**src/rtl/sbfr_pkg.sv**
```systemverilog
`timescale 1ns / 1ps
// ----------------------------------------------------------------------------
// sbfr_pkg: shared types and constants for the start-byte frame receiver
// Frame length, field widths and the per-word result record.
// ----------------------------------------------------------------------------
package sbfr_pkg;

  // Bytes following the start byte: payload plus one checksum byte.
  localparam int unsigned FrameBytes = 64;
  localparam int unsigned PosW       = 7;
  localparam int unsigned ByteW      = 8;
  localparam int unsigned CountW     = 32;

  localparam logic [PosW-1:0] LastPos = PosW'(FrameBytes);

  typedef struct packed {
    logic              captured;
    logic [PosW-1:0]   position;
    logic [ByteW-1:0]  data_byte;
    logic              frame_done;
    logic              frame_good;
    logic [CountW-1:0] good_frames;
    logic [CountW-1:0] bad_frames;
  } sbfr_result_t;

endpackage

```
**src/rtl/sbfr_core.sv**
```systemverilog
`timescale 1ns / 1ps
// ----------------------------------------------------------------------------
// sbfr_core: frame tracking, running checksum and frame counters
// Builds the result for the current word and updates state on accept.
// ----------------------------------------------------------------------------
module sbfr_core import sbfr_pkg::*; #(
  parameter int unsigned FrameLen = FrameBytes
) (
  input  logic               clk_i,
  input  logic               rst_ni,
  input  logic               accept_i,
  input  logic [ByteW-1:0]   sof_byte_i,
  input  logic [ByteW-1:0]   rx_byte_i,
  output sbfr_result_t       result_o
);

  // position of the checksum byte
  localparam logic [PosW-1:0] FrameEnd = PosW'(FrameLen);

  logic [PosW-1:0]   pos_q, pos_d;
  logic [ByteW-1:0]  sum_q, sum_d;
  logic [CountW-1:0] good_q, good_d;
  logic [CountW-1:0] bad_q, bad_d;

  always_comb begin
    pos_d  = pos_q;
    sum_d  = sum_q;
    good_d = good_q;
    bad_d  = bad_q;
    result_o = '0;
    if (pos_q == '0) begin
      // idle: only the start byte opens a frame
      if (rx_byte_i == sof_byte_i) begin
        result_o.captured  = 1'b1;
        result_o.data_byte = rx_byte_i;
        sum_d = '0;
        pos_d = PosW'(1);
      end
    end else begin
      result_o.captured  = 1'b1;
      result_o.position  = pos_q;
      result_o.data_byte = rx_byte_i;
      if (pos_q < FrameEnd) begin
        sum_d = sum_q + rx_byte_i;
        pos_d = pos_q + PosW'(1);
      end else begin
        // checksum byte closes the frame
        result_o.frame_done = 1'b1;
        if (sum_q == rx_byte_i) begin
          result_o.frame_good = 1'b1;
          good_d = good_q + CountW'(1);
        end else begin
          bad_d = bad_q + CountW'(1);
        end
        pos_d = '0;
        sum_d = '0;
      end
    end
    result_o.good_frames = good_d;
    result_o.bad_frames  = bad_d;
  end

  always_ff @(posedge clk_i or negedge rst_ni) begin
    if (!rst_ni) begin
      pos_q  <= '0;
      sum_q  <= '0;
      good_q <= '0;
      bad_q  <= '0;
    end else if (accept_i) begin
      pos_q  <= pos_d;
      sum_q  <= sum_d;
      good_q <= good_d;
      bad_q  <= bad_d;
    end
  end

endmodule

```
**src/rtl/start_byte_frame_receiver_checksum_unit.sv**
```systemverilog
`timescale 1ns / 1ps
// ----------------------------------------------------------------------------
// start_byte_frame_receiver_checksum_unit: serial deframer with 8-bit sum check
// Result words are registered in the output register, or in the skid stage
// while it is stalled. Throughput: one byte word per cycle unless the skid stage
// holds a word; output register plus skid stage keep input accepts going for one extra word on a stall.
// Reset (rst_ni, async, active low): idle, sum and both frame counters zero,
// start byte register zero, no result words held.
// ----------------------------------------------------------------------------
module start_byte_frame_receiver_checksum_unit import sbfr_pkg::*; #(
  parameter int unsigned FrameLen = FrameBytes
) (
  input  logic              clk_i,
  input  logic              rst_ni,
  // configuration: start byte register
  input  logic              cfg_valid_i,
  output logic              cfg_ready_o,
  input  logic [ByteW-1:0]  cfg_sof_byte_i,
  // received byte words
  input  logic              in_valid_i,
  output logic              in_ready_o,
  input  logic [ByteW-1:0]  rx_byte_i,
  // result words
  output logic              out_valid_o,
  input  logic              out_ready_i,
  output logic              captured_o,
  output logic [PosW-1:0]   position_o,
  output logic [ByteW-1:0]  data_byte_o,
  output logic              frame_done_o,
  output logic              frame_good_o,
  output logic [CountW-1:0] good_frames_o,
  output logic [CountW-1:0] bad_frames_o
);

  logic [ByteW-1:0] sof_byte_q;
  logic             in_acc;
  logic             out_take;
  sbfr_result_t     res;
  sbfr_result_t     out_q, out_d;
  sbfr_result_t     skid_q, skid_d;
  logic             out_valid_q, out_valid_d;
  logic             skid_valid_q, skid_valid_d;

  // Config register is always writable; the user must write it only while idle, the block does not enforce this.
  assign cfg_ready_o = 1'b1;

  always_ff @(posedge clk_i or negedge rst_ni) begin
    if (!rst_ni) begin
      sof_byte_q <= '0;
    end else if (cfg_valid_i) begin
      sof_byte_q <= cfg_sof_byte_i;
    end
  end

  // Input is held off only while the skid stage holds a word.
  assign in_ready_o = !skid_valid_q;
  assign in_acc     = in_valid_i && in_ready_o;
  assign out_take   = out_valid_q && out_ready_i;

  // Frame tracker: result is combinational from state and the byte,
  // state advances on accept.
  sbfr_core #(
    .FrameLen(FrameLen)
  ) u_core (
    .clk_i     (clk_i),
    .rst_ni    (rst_ni),
    .accept_i  (in_acc),
    .sof_byte_i(sof_byte_q),
    .rx_byte_i (rx_byte_i),
    .result_o  (res)
  );

  // Output register with skid stage behind it.
  always_comb begin
    out_d        = out_q;
    out_valid_d  = out_valid_q;
    skid_d       = skid_q;
    skid_valid_d = skid_valid_q;
    if (!out_valid_q || out_take) begin
      if (skid_valid_q) begin
        out_d        = skid_q;
        out_valid_d  = 1'b1;
        skid_valid_d = 1'b0;
      end else if (in_acc) begin
        out_d       = res;
        out_valid_d = 1'b1;
      end else begin
        out_valid_d = 1'b0;
      end
    end else if (in_acc) begin
      // output stalled: park the new word
      skid_d       = res;
      skid_valid_d = 1'b1;
    end
  end

  always_ff @(posedge clk_i or negedge rst_ni) begin
    if (!rst_ni) begin
      out_valid_q  <= 1'b0;
      skid_valid_q <= 1'b0;
    end else begin
      out_valid_q  <= out_valid_d;
      skid_valid_q <= skid_valid_d;
    end
  end

  // Payload registers, no reset needed.
  always_ff @(posedge clk_i) begin
    out_q  <= out_d;
    skid_q <= skid_d;
  end

  assign out_valid_o   = out_valid_q;
  assign captured_o    = out_q.captured;
  assign position_o    = out_q.position;
  assign data_byte_o   = out_q.data_byte;
  assign frame_done_o  = out_q.frame_done;
  assign frame_good_o  = out_q.frame_good;
  assign good_frames_o = out_q.good_frames;
  assign bad_frames_o  = out_q.bad_frames;

  // Skid stage only fills behind a held output word.
  a_skid_behind_out: assert property (@(posedge clk_i) disable iff (!rst_ni)
    skid_valid_q |-> out_valid_q)
    else $error("skid word held with empty output register");

  // A good flag only comes on a frame-closing word.
  a_good_needs_done: assert property (@(posedge clk_i) disable iff (!rst_ni)
    out_valid_q && out_q.frame_good |-> out_q.frame_done)
    else $error("frame_good without frame_done");

  // Uncaptured bytes carry no position and never close a frame.
  a_uncaptured_clean: assert property (@(posedge clk_i) disable iff (!rst_ni)
    out_valid_q && !out_q.captured |-> out_q.position == '0 && !out_q.frame_done)
    else $error("uncaptured word carries frame information");

  // An accept into an empty pipe shows up on the output next cycle.
  a_accept_latency: assert property (@(posedge clk_i) disable iff (!rst_ni)
    in_acc && !out_valid_q |=> out_valid_q)
    else $error("accepted word did not reach the output register");

endmodule

```
**config.mk**
```make
export PLATFORM = sky130hd
export DESIGN_NAME = start_byte_frame_receiver_checksum_unit
export DESIGN_NICKNAME = d
export VERILOG_FILES = /design/src/rtl/sbfr_pkg.sv /design/src/rtl/sbfr_core.sv /design/src/rtl/start_byte_frame_receiver_checksum_unit.sv
export SDC_FILE = /design/constraint.sdc
export NUM_CORES = 1
export LEC_CHECK = 0
export BUFFER_PORTS_ARGS = -buffer_cell sky130_fd_sc_hd__buf_2
export CAP_MARGIN = 30
export CORE_MARGIN = 2
export CORE_UTILIZATION = 44
export DETAILED_ROUTE_END_ITERATION = 10
export PLACE_DENSITY = 0.62
export SETUP_SLACK_MARGIN = 0.02
export SLEW_MARGIN = 25
export SYNTH_ARGS = -nofsm -noshare
export SYNTH_HDL_FRONTEND = slang
export SYNTH_SLANG_ARGS = --single-unit
```
**constraint.sdc**
```tcl
create_clock -name clk_i -period 5.9 [get_ports clk_i]
set_clock_uncertainty 0.05 [all_clocks]
set_input_delay 0.295 -clock clk_i [delete_from_list [all_inputs] [get_ports clk_i]]
set_output_delay 0.295 -clock clk_i [all_outputs]
set_load 0.03 [all_outputs]
```
== After elaboration in Yosys (flattened, before gate mapping) ==
Cells that the tools add are included.
Widths: inputs -> output; s select.

* Register bits: 253
* Bits of input ports: 21
* Output and inout bits: 85
* Word-level logic and storage cells: 67

* $add $sub $neg: 4
* Order comparisons: 1
* Equality and inequality tests: 3
* Mux-type cells: 26
* Bitwise logic cells: 1
* Reduce and logical (&&, ||, !) cells: 11

{| class="wikitable"
|+ Operators by type and width
! cell !! number
|-
| $mux 32 || 6
|-
| $mux 82 || 2
|-
| $add 32x1->32 const B || 2
|-
| $mux 8 || 5
|-
| $mux 7 || 4
|-
| $eq 8x8->1 || 2
|-
| $add 8x8->8 || 1
|-
| $add 7x1->7 const B || 1
|-
| $logic_not 7->1 || 1
|-
| $lt 7x7->1 const B || 1
|-
| $mux 1 || 7
|-
| $reduce_and 2->1 || 3
|-
| $mux 2 || 2
|-
| $reduce_bool 2->1 || 2
|-
| $logic_and 1x1->1 || 2
|-
| $logic_not 1->1 || 2
|-
| $ne 2x2->1 const B || 1
|-
| $logic_or 1x1->1 || 1
|-
| $not 1->1 || 1
|}

== Longest topological paths before layout ==
* Depth after elaboration: 6
* Mapped depth: 9
* Gate-level depth less buffers: 7

== Cells and area by module ==
A second synthesis with hierarchy kept.

* Cell total of the unflattened synthesis: 864
* Area, all modules: 11718.7 um2

{| class="wikitable"
|+ By module, submodules not included
! module !! instances !! cells each !! area an instance (um2) !! sequential area each (um2)
|-
| start_byte_frame_receiver_checksum_unit || 1 || 285 || 6472.5 || 5175.0
|-
| sbfr_core || 1 || 579 || 5246.3 || 1976.9
|}

== Least setup slack after synthesis ==
Ideal clock, no wire load.

* Path type: register to register
* From: reg skid_valid_q
* To: reg skid_q[0] (netlist name), enable pin
* Library setup time: 0.521 ns
* Arrival: 4.438 ns
* Data required time: 5.329 ns
* Slack: 0.891 ns
* Stages on the path, launching flop included: 6
* Path buffers: 2
* Period minus slack after synthesis: 5.009 ns
* Cells stage by stage: dfrtp_1 -> clkbuf_1 -> inv_2 -> nand2_1 -> clkbuf_1 -> nor2_1

* Cells in the longest elaborated chain, start to end: 3

{| class="wikitable"
|+ Ends and longest elaborated chain
! element !! RTL line !! RTL
|-
| start, declared || start_byte_frame_receiver_checksum_unit.sv:42 || <nowiki>logic skid_valid_q, skid_valid_d;</nowiki>
|-
| start signal, assigned || start_byte_frame_receiver_checksum_unit.sv:103 || <nowiki>skid_valid_q <= skid_valid_d;</nowiki>
|-
| $logic_not 1->1 || start_byte_frame_receiver_checksum_unit.sv:56 || <nowiki>assign in_ready_o = !skid_valid_q;</nowiki>
|-
| $logic_and 1x1->1 || start_byte_frame_receiver_checksum_unit.sv:57 || <nowiki>assign in_acc = in_valid_i && in_ready_o;</nowiki>
|-
| $reduce_and 2->1 (no source line) || -- ||
|-
| end signal, assigned || start_byte_frame_receiver_checksum_unit.sv:110 || <nowiki>skid_q <= skid_d;</nowiki>
|-
| end, declared || start_byte_frame_receiver_checksum_unit.sv:40 || <nowiki>sbfr_result_t skid_q, skid_d;</nowiki>
|}

Every way passes these cells.
A chain may end at the register's enable or synchronous reset.

==> impl_metrics.ini <==
[timing]
slew_headroom = 0.417
drv_slew = 0
rsz0062_at_grt = no
report.final.hold_viol_count = 0
layout_min_cycle_time_ns = 3.15
max_freq_mhz = 317
finalWorstSetupSlack_ns = 2.75
setup_tns_ns = 0
post-route-period-util = 0.534
holdWs_ns = 0.0934
tightest_slew_ns = 0.867
setup_viol = 0

[critical_path]
path_cells = ha_1, nor4_4, nand4_4, nor4_2, xor2_1, mux2_2
r2r_cells = 6
crit_path_max_fanout = 18
reg2reg_slack_ns = 2.75
critPathLaunchType = register
r2r_end = good_frames_o[17]$_DFFE_PP_
worstSetupPathType = reg -> reg
end_kind = register
critPathTopFamily = simple AND/OR/NAND/NOR gates
cp_slowest_cell = nor4_2
cp_data_required_time_ns = 6.13
critical_path_buf_inv_count = 0
slowest_delay_ns = 0.86
r2r-start = u_core.sum_q[3]$_DFFE_PN0P_
arrival_ns = 3.38

[cells_and_area]
fin_area_sq_um = 13500
fin_nets = 1065
syn_to_final_growth_pct = 16.2
drive_above_1_share = 0.226
antenna_cells = 0

[clocking]
cts_root_buf = clkbuf_16
cts.reportedPaths.clkPinSlew_ns = 0.06
clock_sinks = 251
cts_buffers = 27
htreeDepth = 1
cts_tree = done
clkLatencyLatePin_ns = 0.53
cts_buffer_depth = 3

[placement]
placed_area_sq_um = 12400
io_buffers = 104
place_congestion = 0.815
place_hpwl_microns = 15800
dp_slack_ns = 2.65

[yosys]
syn-num-nets = 963
synth_area_per_cell_sq_um = 12.5
synth_edf_count = 162
ys_seq_area_frac = 0.611
ys_ff_latch = 251
synthFlopType = edfxtp_1
ys_types = 54
synth_area_sq_um = 11600
yosysWarnings = 0
synthArstFlopShare = 0.355
syn_inst = 930

[power]
seqPwrFrac = 0.471
power.switching_w = 0.00113
p_int_w = 0.00332
powerDensity_nw_per_um2 = 330
clkPwrFrac = 0.392
p_comb_frac = 0.137
power_w = 0.00446
vdd_drop_max_v = 0.000206
netSwitchingFraction = 0.254
power_leakage_nw = 5.44

[die]
fp.dieW_microns = 166
initial_core_util = 0.447
die_y_microns = 166
coreArea_sq_um = 26000
dieArea_sq_um = 27700
io_pins = 106
rows = 59

[global_route]
grt_pass1_wl_microns = 40000
grt_max_degree = 68
grt_usage = 0.176
antenna_found_initial = 0
overflow = 0
first_global_vias = 7342

[min_path]
holdPathEnd = skid_q[69]$_DFFE_PP_
hold_start = rx_byte_i[3]
min_path_cells = 2
holdCritPathClass = in -> reg

[job]
maxCapViolCount = 0

[detailed_routing]
drt_iter0_markers = 500
routed-via-count = 7461
post_drt_wl_per_cell_microns = 17.6
drtAntennaViolNets = 0
viasPerCell = 5.38
firstDrtPassIters = 5
drc = 0
totalWireLength_microns = 24400

[outcome]
status = completed
layer usage:
layer  GRT usage  up-vias  wire length [microns]  share of wire
li1            -     3588                      -              -
met1       0.265     3652                  12000           0.49
met2       0.265      190                  10600           0.43
met3      0.0295       31                   1240          0.051
met4      0.0521        0                    515          0.021
met5           0        -                      0              0
metrics by stage:
stage / cells / utilization
6_report: 1387 / 0.519
5_1_grt: 1387 / 0.519
4_1_cts: 1384 / 0.517
3_5_place_dp: 1325 / 0.479
3_3_place_gp: 1325 / 0.479
2_1_floorplan: 930 / -
synth_stat cells, drive strengths merged, types with 16 or more instances:
| cell type | n | share of area |
|---|---|---|
| nor3 | 27 | 0.013 |
| nor2 | 40 | 0.013 |
| inv | 21 | 0.0068 |
| xnor2 | 73 | 0.056 |
| nand4 | 39 | 0.022 |
| and3 | 16 | 0.0086 |
| o21ai | 21 | 0.0090 |
| nor4 | 23 | 0.015 |
| xor2 | 49 | 0.037 |
| and2 | 19 | 0.010 |
| clkbuf | 43 | 0.014 |
| nand2 | 91 | 0.029 |
| mux2 | 69 | 0.067 |
| a31oi | 18 | 0.0097 |
| edfxtp | 162 | 0.42 |
| nand3 | 42 | 0.018 |
| dfrtp | 89 | 0.19 |
registers in the layout (all words and copies together), names as in the netlist:
| signal | count |
|---|---|
| data_byte_o | 8 |
| out_valid_o | 1 |
| u_core.good_q | 32 |
| captured_o | 1 |
| u_core.sum_q | 8 |
| good_frames_o | 32 |
| position_o | 7 |
| skid_valid_q | 1 |
| u_core.bad_q | 32 |
| u_core.pos_q | 7 |
| frame_good_o | 1 |
| skid_q | 81 |
| sof_byte_q | 8 |
| bad_frames_o | 32 |
cell usage in the layout (no fill, tap or decap), types with 7 or more instances in the layout:
master	Yosys	layout
a21o_1	7	7
a22o_1	7	7
a31oi_1	18	18
and2_1	18	18
and3_1	16	16
and4_1	10	10
buf_2	2	103
buf_4	2	12
clkbuf_1	43	10
clkbuf_16	0	27
dfrtp_1	89	89
dlygate4sd3_1	0	10
edfxtp_1	162	162
ha_1	11	11
inv_1	20	20
mux2_2	69	69
nand2_1	91	91
nand3_1	42	42
nand4_1	38	38
nor2_1	40	39
nor3_1	24	24
nor4_1	20	20
o21ai_0	21	21
xnor2_1	72	72
xor2_1	49	49
cells by family after synthesis:
group / after synthesis / synth area share
buf+inv: 75 / 0.0251
mux: 70 / 0.0678
other cells: 1 / 0.000323
simple gates: 326 / 0.149
xor+xnor: 122 / 0.0927
flops: 251 / 0.611
compound gates: 73 / 0.0413
fa+ha+maj: 12 / 0.0136
power by group through the flow:
| stage | registers, W | logic [W] | clock network [W] |
|---|---|---|---|
| 2_1_floorplan | 0.00223 | 0.000352 | 0 |
| 3_3_place_gp | 0.00213 | 0.000599 | 0 |
| 3_5_place_dp | 0.00213 | 0.000606 | 0 |
| 4_1_cts | 0.00210 | 0.000613 | 0.00179 |
| 5_1_grt | 0.00212 | 0.000669 | 0.00186 |
| 6_report | 0.00210 | 0.000609 | 0.00175 |
timing repair:
action                                  4_1_cts  5_1_grt
gates resized for setup                       0        0
hold buffers                                 10        0
buffers inserted                              0        0
endpoints found under the hold margin        32        0
endpoints found under the setup margin        0        0
area by class of cell:
| type | instances | area [sq um] |
|---|---|---|
| inverter | 21 | 80.1 |
| timing repair buffer | 127 | 746 |
| sequential | 251 | 7090 |
| multi-input combinational | 604 | 4250 |
| tap | 335 | 419 |
| fill | 2298 | 12500 |
| clock buffer | 38 | 727 |
| clock inverter | 11 | 181 |
worst max-delay path by stage:
stage               slack, ns                   startpoint                     endpoint  cells after the start
floorplan                0.89     skid_valid_q$_DFFE_PN0P_          skid_q[0]$_DFFE_PP_                      5
global placement         2.72     skid_valid_q$_DFFE_PN0P_         skid_q[23]$_DFFE_PP_                      4
detailed placement       2.65     skid_valid_q$_DFFE_PN0P_         skid_q[23]$_DFFE_PP_                      4
CTS                      2.64     skid_valid_q$_DFFE_PN0P_         skid_q[27]$_DFFE_PP_                      4
global route             2.51  u_core.sum_q[3]$_DFFE_PN0P_  good_frames_o[17]$_DFFE_PP_                      6
finish                   2.75  u_core.sum_q[3]$_DFFE_PN0P_  good_frames_o[17]$_DFFE_PP_                      6
No activity file was read; power rests on OpenSTA's default activity.
